### config.mk
export PLATFORM = sky130hd
export DESIGN_NAME = lwev_alu
export DESIGN_NICKNAME = d
export VERILOG_FILES = /design/src/lwev_pkg.sv /design/src/lwev_alu.sv
export SDC_FILE = /design/constraint.sdc
export NUM_CORES = 2
export LEC_CHECK = 0
export ABC_AREA = 1
export BUFFER_PORTS_ARGS = -buffer_cell sky130_fd_sc_hd__buf_2
export CAP_MARGIN = 30
export CORE_ASPECT_RATIO = 1.1
export CORE_MARGIN = 4
export CORE_UTILIZATION = 47
export DETAILED_ROUTE_END_ITERATION = 8
export HOLD_SLACK_MARGIN = 0.06
export PLACE_DENSITY = 0.67
export SYNTH_ARGS = -nofsm -noshare
export SYNTH_HDL_FRONTEND = slang
export SYNTH_SLANG_ARGS = --single-unit
export TNS_END_PERCENT = 50
### constraint.sdc
create_clock -name clk_i -period 23.1 [get_ports clk_i]
set_input_delay 1.155 -clock clk_i [delete_from_list [all_inputs] [get_ports clk_i]]
set_output_delay 1.155 -clock clk_i [all_outputs]
set_load 0.01 [all_outputs]
### src/lwev_pkg.sv
// ----------------------------------------------------------------------------
// lwev_pkg
// shared types and constants for the log-law wall viscosity block
// ----------------------------------------------------------------------------
`default_nettype none
package lwev_pkg;

  localparam int unsigned W = 64;
  localparam int unsigned MAX_NEWTON_STEPS = 10;
  localparam int unsigned STEP_W = $clog2(MAX_NEWTON_STEPS + 1);

  localparam logic [W-1:0] Q_ONE     = 64'd1 << 40;
  localparam logic [W-1:0] Q_MAX     = {W{1'b1}};
  localparam logic [W-1:0] KU_CLAMP  = 64'd50 << 40;
  localparam logic [W-1:0] ERR_LIMIT = 64'd10995116277;
  localparam logic [W-1:0] LN2_Q64   = 64'hB17217F7D1CF79AC;

  localparam logic [W-1:0] KAPPA_RST = 64'd450799767388;
  localparam logic [W-1:0] E_RST     = 64'd10775215952205;
  localparam logic [W-1:0] YLIM_RST  = 64'd12677369068257;

  localparam logic [1:0] REG_KAPPA = 2'd0;
  localparam logic [1:0] REG_E     = 2'd1;
  localparam logic [1:0] REG_YLIM  = 2'd2;

  localparam logic [1:0] REGIME_LAMINAR = 2'd0;
  localparam logic [1:0] REGIME_TINY    = 2'd1;
  localparam logic [1:0] REGIME_LOGLAW  = 2'd2;

  // operations of the shared unit
  typedef enum logic [2:0] {
    OP_MUL,
    OP_DIV,
    OP_SQRT,
    OP_LN
  } op_e;

  typedef struct packed {
    logic          start;
    op_e           op;
    logic [W-1:0]  a;
    logic [W-1:0]  b;
  } alu_req_t;

  typedef struct packed {
    logic          done;
    logic [W-1:0]  res;
  } alu_rsp_t;

  typedef enum logic [4:0] {
    S_IDLE,
    S_SUM,
    S_MUL1,
    S_SQRT,
    S_MUL2,
    S_DIV_Y,
    S_CLASS,
    S_KU,
    S_EY,
    S_LN,
    S_KUDIV,
    S_QDIV,
    S_ERRDIV,
    S_UPD,
    S_SQ,
    S_VDIV,
    S_OUT
  } state_e;

endpackage
`default_nettype wire

### src/lwev_alu.sv
// ----------------------------------------------------------------------------
// lwev_alu
// shared multi-cycle unit: saturating q multiply, q divide, q sqrt and q ln
// ----------------------------------------------------------------------------
`default_nettype none
module lwev_alu (
  input  wire logic               clk_i,
  input  wire logic               rst_ni,
  input  wire lwev_pkg::alu_req_t req_i,
  output lwev_pkg::alu_rsp_t      rsp_o
);
  import lwev_pkg::*;

  typedef enum logic [2:0] {
    A_IDLE, A_MUL, A_DIV, A_SQRT, A_LNNORM, A_LNSQ, A_LNMUL, A_DONE
  } astate_e;

  astate_e     st_q, st_d;
  op_e         op_q, op_d;
  logic [W-1:0] a_q, a_d, b_q, b_d;
  logic [W-1:0] r_q, r_d;       // remainder / work
  logic [W-1:0] q_q, q_d;       // quotient / root / frac
  logic [W-1:0] nlo_q, nlo_d;
  logic [6:0]   cnt_q, cnt_d;
  logic [W-1:0] res_q, res_d;
  logic [6:0]   lnexp_q, lnexp_d;
  logic [1:0]   mph_q, mph_d;   // multiply partial product phase
  logic [127:0] acc_q, acc_d;

  logic [127:0] pp;
  logic [31:0]  ma, mb;
  logic [6:0]   ppsh;
  logic         top;
  logic [W-1:0] rsh;
  logic [W+1:0] rem2, trial;
  logic [1:0]   two;
  logic [127:0] sqm;
  logic [W-1:0] sq;
  logic [6:0]   msb;
  logic signed [W-1:0] total;
  logic [W-1:0] mag;

  // one 32x32 partial product per cycle for 64x64 multiplies
  always_comb begin
    ma = mph_q[0] ? a_q[63:32] : a_q[31:0];
    mb = mph_q[1] ? b_q[63:32] : b_q[31:0];
    ppsh = {1'b0, mph_q[0], 5'd0} + {1'b0, mph_q[1], 5'd0};
    pp = {64'd0, 32'd0, 32'd0} | (128'(64'(ma) * 64'(mb)) << ppsh);
  end

  always_comb begin
    msb = 7'd0;
    for (int i = 0; i < W; i++) if (a_q[i]) msb = 7'(i);
  end

  always_comb begin
    st_d = st_q; op_d = op_q; a_d = a_q; b_d = b_q; r_d = r_q; q_d = q_q;
    nlo_d = nlo_q; cnt_d = cnt_q; res_d = res_q; lnexp_d = lnexp_q;
    mph_d = mph_q; acc_d = acc_q;
    top = 1'b0; rsh = '0; rem2 = '0; trial = '0; two = '0;
    sqm = acc_q; sq = '0; total = '0; mag = '0;
    case (st_q)
      A_IDLE: begin
        if (req_i.start) begin
          op_d = req_i.op; a_d = req_i.a; b_d = req_i.b;
          mph_d = '0; acc_d = '0; cnt_d = '0; q_d = '0;
          case (req_i.op)
            OP_MUL: st_d = A_MUL;
            OP_DIV: begin
              r_d = req_i.a >> 24; nlo_d = req_i.a << 40; cnt_d = 7'd64;
              if (req_i.b == '0) begin
                res_d = (req_i.a != '0) ? Q_MAX : '0; st_d = A_DONE;
              end else if ((req_i.a >> 24) >= req_i.b) begin
                res_d = Q_MAX; st_d = A_DONE;
              end else st_d = A_DIV;
            end
            OP_SQRT: begin
              r_d = '0; cnt_d = 7'd52; st_d = A_SQRT;
              nlo_d = req_i.a;
            end
            OP_LN: begin
              if (req_i.a == '0) a_d = 64'd1;
              st_d = A_LNNORM;
            end
            default: st_d = A_IDLE;
          endcase
        end
      end
      A_MUL: begin
        acc_d = acc_q + pp;
        mph_d = mph_q + 2'd1;
        if (mph_q == 2'd3) begin
          if (op_q == OP_MUL) begin
            res_d = ((acc_q + pp) >> 104) != '0 ? Q_MAX : W'((acc_q + pp) >> 40);
            st_d = A_DONE;
          end else st_d = A_LNMUL;
        end
      end
      A_DIV: begin
        top = r_q[W-1];
        rsh = {r_q[W-2:0], nlo_q[W-1]};
        nlo_d = nlo_q << 1;
        if (top || rsh >= b_q) begin
          r_d = rsh - b_q; q_d = {q_q[W-2:0], 1'b1};
        end else begin
          r_d = rsh; q_d = {q_q[W-2:0], 1'b0};
        end
        cnt_d = cnt_q - 7'd1;
        if (cnt_q == 7'd1) begin res_d = q_d; st_d = A_DONE; end
      end
      A_SQRT: begin
        // radicand is a*2^40; digit pairs from a, then zeros
        two = (cnt_q > 7'd20) ? 2'(a_q >> (2 * (cnt_q - 7'd1) - 7'd40)) : 2'd0;
        rem2 = {r_q, two};
        trial = {q_q, 2'b01};
        if (rem2 >= trial) begin
          r_d = W'(rem2 - trial); q_d = {q_q[W-2:0], 1'b1};
        end else begin
          r_d = W'(rem2); q_d = {q_q[W-2:0], 1'b0};
        end
        cnt_d = cnt_q - 7'd1;
        if (cnt_q == 7'd1) begin res_d = q_d; st_d = A_DONE; end
      end
      A_LNNORM: begin
        lnexp_d = msb;
        r_d = (msb <= 7'd62) ? (a_q << (7'd62 - msb)) : (a_q >> 1);
        cnt_d = 7'd40; q_d = '0;
        acc_d = '0; st_d = A_LNSQ; mph_d = '0;
        a_d = (msb <= 7'd62) ? (a_q << (7'd62 - msb)) : (a_q >> 1);
        b_d = a_d;
      end
      A_LNSQ: begin
        // squaring via four partial products accumulated in acc
        acc_d = acc_q + pp;
        mph_d = mph_q + 2'd1;
        if (mph_q == 2'd3) begin
          sqm = acc_q + pp;
          sq = sqm[125:62];
          if (sq[W-1]) begin
            a_d = sq >> 1; q_d = {q_q[W-2:0], 1'b1};
          end else begin
            a_d = sq; q_d = {q_q[W-2:0], 1'b0};
          end
          b_d = a_d; acc_d = '0;
          cnt_d = cnt_q - 7'd1;
          if (cnt_q == 7'd1) begin
            total = (signed'(W'(lnexp_q)) - 64'sd40) * signed'(Q_ONE) + signed'(q_d);
            mag = total[W-1] ? W'(-total) : W'(total);
            nlo_d = {63'd0, total[W-1]};
            a_d = mag; b_d = LN2_Q64;
            st_d = A_MUL;
          end
        end
      end
      A_LNMUL: begin
        // acc holds mag*ln2 from the multiply phase
        res_d = nlo_q[0] ? W'(-acc_q[127:64]) : acc_q[127:64];
        st_d = A_DONE;
      end
      A_DONE: st_d = A_IDLE;
      default: st_d = A_IDLE;
    endcase
  end

  always_ff @(posedge clk_i or negedge rst_ni) begin
    if (!rst_ni) begin
      st_q <= A_IDLE; mph_q <= '0; cnt_q <= '0;
    end else begin
      st_q <= st_d; mph_q <= mph_d; cnt_q <= cnt_d;
    end
  end

  always_ff @(posedge clk_i) begin
    op_q <= op_d; a_q <= a_d; b_q <= b_d; r_q <= r_d; q_q <= q_d;
    nlo_q <= nlo_d; res_q <= res_d; lnexp_q <= lnexp_d; acc_q <= acc_d;
  end

  assign rsp_o.done = (st_q == A_DONE);
  assign rsp_o.res  = res_q;

endmodule
`default_nettype wire

Yosys cells after proc, flatten, opt, wreduce, memory -nomap -nowiden:

Index checks and enable logic that the tools add are counted.

* bits in registers: 534
* input port bits: 134
* logic and storage cells: 213

* $add $sub $neg: 13
* multipliers: 1
* $lt $le $gt $ge: 5
* eq/ne operators: 23
* shifts and indexed selects: 3
* mux-type cells: 128
* reductions and logical operators: 28

Operator list (number)
* 64-bit two-way mux: 31
* 64-bit case mux with 5 select lines: 2
* 64-bit case mux with 3 select lines: 3
* 128-bit case mux with 4 select lines: 1
* 7-bit two-way mux: 64
* 128-bit two-way mux: 2
* 64-bit case mux with 2 select lines: 2
* 64-bit case mux with 4 select lines: 1
* 128-bit adder: 1
* 64-bit logical NOT: 2
* 64-bit negation: 2
* 128-bit nonzero test: 1
* 64-bit by 7-bit << shifter with 128-bit output: 1
* 64-bit subtractor: 2
* 66-bit greater-or-equal comparator: 1
* 48-bit by 64-bit adder with 64-bit output: 1
* 40-bit by 64-bit greater-or-equal comparator with 1-bit output: 1
* 64-bit greater-or-equal comparator: 1
* 32-bit by 32-bit multiplier with 64-bit output: 1
* 32-bit two-way mux: 2
* 64-bit nonzero test: 1
* 64-bit by 7-bit << shifter with 64-bit output: 1
* 64-bit by 32-bit right shift with 2-bit output: 1
* 63-bit two-way mux: 1
* other kinds (36): 75

Longest topological paths before layout:

* depth after elaboration: 67
* gate-level depth with buffers: 95

Worst setup path after synthesis:

No wires, ideal clock.

* path type: input to register
* from: input port req_i[131] in the netlist's numbering
* to: register cnt_q[6]
* setup time: 0.151 ns
* arrival: 18.009 ns
* path slack: 4.940 ns
* stages on the path: 6
* path buffers: 0
* path through: nor2_1 -> nor4_1 -> nor2_1 -> inv_1 -> nand2_1 -> o221ai_1

* word-level cells in the longest chain between the ends: 2

Ends and longest elaborated chain
* start, declared: RTL line lwev_alu.sv:9 `input wire lwev_pkg::alu_req_t req_i,`
* 2-bit inequality test (no source line)
* 3-bit AND reduction (no source line)
* end signal, assigned: RTL line lwev_alu.sv:169 `st_q <= st_d; mph_q <= mph_d; cnt_q <= cnt_d;`
* end, declared: RTL line lwev_alu.sv:24 `logic [6:0] cnt_q, cnt_d;`

No other way between the ends.
A chain may end at the register's enable or synchronous reset.

Final worst setup path:

* from: register mph_q[0]
* to: register a_q[62] (data pin)

* word-level cells in the longest chain between the ends: 13

Ends and longest elaborated chain
* start, declared: RTL line lwev_alu.sv:27 `logic [1:0] mph_q, mph_d;`
* start signal, assigned: RTL line lwev_alu.sv:169
* 32-bit two-way mux: RTL line lwev_alu.sv:45 `ma = mph_q[0] ? a_q[63:32] : a_q[31:0];`
* 32-bit by 32-bit multiplier with 64-bit output: RTL line lwev_alu.sv:48 `pp = {64'd0, 32'd0, 32'd0} | (128'(64'(ma) * 64'(mb)) << ppsh);`
* 64-bit by 7-bit << shifter with 128-bit output *: RTL line lwev_alu.sv:48
* 128-bit adder *: RTL line lwev_alu.sv:137 `sqm = acc_q + pp;`
* 1-bit two-way mux: RTL line lwev_alu.sv:139 `if (sq[W-1]) begin`
* 64-bit two-way mux: RTL line lwev_alu.sv:136 `if (mph_q == 2'd3) begin`
* 64-bit two-way mux: RTL line lwev_alu.sv:62 `case (st_q)`
* 48-bit by 64-bit adder with 64-bit output: RTL line lwev_alu.sv:147 `total = (signed'(W'(lnexp_q)) - 64'sd40) * signed'(Q_ONE) + signed'(q_d);`
* 64-bit negation: RTL line lwev_alu.sv:148 `mag = total[W-1] ? W'(-total) : W'(total);`
* 64-bit two-way mux: RTL line lwev_alu.sv:148
* 64-bit two-way mux *: RTL line lwev_alu.sv:146 `if (cnt_q == 7'd1) begin`
* 64-bit two-way mux *: RTL line lwev_alu.sv:136
* 64-bit case mux with 3 select lines *: RTL line lwev_alu.sv:62
* net a_d[62]: RTL line lwev_alu.sv:20 `logic [W-1:0] a_q, a_d, b_q, b_d;`
* end signal, assigned: RTL line lwev_alu.sv:174 `op_q <= op_d; a_q <= a_d; b_q <= b_d; r_q <= r_d; q_q <= q_d;`
* end, declared: RTL line lwev_alu.sv:20

The timed path passes the listed nets; every way through them passes the cells marked *. The select of a mux whose other input is x is not followed.

==> metrics.txt <==
outcome=finished, violations left; failing checks=design-rule violations; Pins Over Slew Limit=0; adder-cell area share of the yosys netlist=29.8%; final instance area=91800 um2; RSZ-0062 raised after global routing=no; DR WL/cell=30.5 um; Longest Clk Path Bufs=3; DR DRC count=4; CTS tree=yes; Primary FF master, synth=edfxtp_1; top cell type's share of synthesized area=21.1%; CP Data Arrival Time=18330 ps; reg2reg setup slack=5170 ps; Post-CTS Resized=0; antenna viol nets, final=0; routability cong.=1.12; DRT Pass-1 Iters=9; postcts setup bufs=0; Seq/Total Area, Yosys=18.7%; largest net degree at the start of global routing=130; complex-gate fraction of the synthesized area=between 10% and 20%; initial antenna violation count=31; WP data required=23500 ps; fmax=55.8 MHz; highest-delay cell along the critical path=clkinv_1; Gate Count Post-Synth=roughly 12000; multiplexer share of the synthesized area=less than 1%; grt total ovfl=0; port bufs=198; EDFF count, synth=~520; multi-input logic area=60200 um2; vias per cell=6.24; Total Routing Usage GR=44.4%; Hold Vio Cnt, Final=0; Top Ports=199; initial detailed-routing violation count=13000; Die Span Y=455 um; Clock Tree Root=clkbuf_16; Placed Area=89400 um2; number of global-route vias before repair=roughly 85000; largest family of logic cells by synthesized area=adder cells; clock skew=64.8 ps; Num CTS Buffers=66; Core ar.=between 150000 and 200000 um2; Yosys Warn Count=0; Worst-Skew Late Latency=around 740 ps; Synth Net Count=13300; Sink Count=roughly 530; CP Class=flop to flop; final std cells w/o fill=14100; CP startpoint kind=flop; synth cell count leaders=nand2_1 (2543), inv_1 (1946), nor2_1 (1063); CTS clk-pin slew, worst paths=60 ps; max incr delay on CP=790 ps; top cells by area, synth=fa_1 (21%), edfxtp_1 (18%), nand2_1 (11%), ha_1 (8.7%), inv_1 (8.6%); Final setup viols=0; layout cells sized above 1=6.12%; most frequent cell after synthesis=nand2_1; Rows=163; dpl cells=14000; Sequential cell area=15900 um2; Die X-Extent=414 um; first-pass GRT wire length=just over 600000 um; XOR/XNOR share of the synthesized area=3.05%; Hold/Removal Path Class=primary input to asynchronous set/reset pin; period utilization=a little under 80%; crit path buf inv count=16; asr flop ratio synth=2.25%; headroom to the max-slew limit=21.3%; Avg Cell Area, Syn=7.31 um2; fin nets=13300; Crit Path Max Fanout=46; Synth cell types=84; count of maximum capacitance violations=0; starting density of the core=47.4%; Synth Area in Simple Gates=roughly a quarter; via count=88200; worst-margin pin slew=1180 ps; area grow syn2layout=7.43%; cell taking the most area after synthesis=fa_1; crit-path leading delay family=simple AND/OR/NAND/NOR gates; Cell Area, Synth=85400 um2; total negative slack=0 ps; die area=189000 um2; crit path capture type=flop; most frequent CP cell=nand2_1; DP HPWL=352000 um; fillers=17900; CTS H-tree lvls=3; DRT Wirelength=approximately 430000 um; Synth Register Bits=533; Final min period=roughly 18000 ps; Post-CTS Hold Fix Bufs=0
registers in the layout (all words and copies together), names as in the netlist, 6 cells and up, named ones only:
signal,cells
a_q,64
acc_q,128
b_q,64
cnt_q,7
lnexp_q,6
nlo_q,64
q_q,64
r_q,64
res_q,64
kinds of logic (layout without fill, tap and decap cells):
kind of cell               Yosys count  after routing
other                                0             15
and+or+nand+nor                   4843           4843
xor gates and xnor gates           292            292
muxes                                6              6
adders and majority gates         1493           1493
AOI/OAI and AO/OA                 2027           2027
DFF                                533            533
buffers and inverters             2491           2523
cells in the final DEF (no fill, tap or decap), types with 21 or more instances in the layout:
cell / n
clkbuf_16: 66
edfxtp_1: 521
clkinv_1: 36
nor4_1: 84
nand3_2: 32
a31oi_1: 80
o21a_1: 36
a22oi_1: 21
fa_1: 899
xor2_1: 177
nor3_1: 76
o21ai_2: 24
nand3_1: 873
nor2_1: 1052
nand2_1: 2538
inv_2: 31
o21ai_1: 75
inv_1: 1940
buf_4: 177
buf_2: 207
o221ai_1: 37
nand4_1: 84
xnor2_1: 107
o211ai_1: 81
a32o_1: 26
or2_2: 26
a21oi_1: 854
o21ai_0: 578
ha_1: 592
o22ai_1: 63
layout make-up:
| type | count | share of cell area [%] |
|---|---|---|
| sequential | 533 | 17.4 |
| tap | 2392 | 3.26 |
| timing repair buffer | 406 | 3.10 |
| multi-input combinational | 8661 | 65.6 |
| clock inverter | 46 | 0.631 |
| antenna | 15 | 0.0409 |
| inverter | 1996 | 8.17 |
| clock buffer | 75 | 1.84 |
routing by layer:
metal / track usage, % / routed length [um]
met1: 54.8 / 155000
met2: 67.0 / 182000
met3: 12.5 / 53200
met4: 32.2 / 39800
met5: 0 / 159
per-stage QoR:
step | util, % | setup WS (ps) | hold WS (ps)
2_1_floorplan | - | 4940 | 475
6_report | 51.0 | 5170 | 383
4_1_cts | 50.9 | 5460 | 369
5_1_grt | 50.9 | 3630 | 387
3_5_place_dp | 49.6 | 5590 | 506
3_3_place_gp | 49.4 | 5150 | 505
worst paths after layout:
kind                       startpoint        end  depth (start not counted)
max                          mph_q[0]    a_q[62]                         88
min                            rst_ni    st_q[2]                          1
max in group asynchronous      rst_ni   mph_q[1]                          1
max reg2reg                  mph_q[0]    a_q[62]                         88
min in group clk_i          nlo_q[60]  nlo_q[61]                          2
min reg2reg                 nlo_q[60]  nlo_q[61]                          2
Power is not shown: default switching activity piles up to over one toggle a cycle in this logic, so the estimate is an artifact.
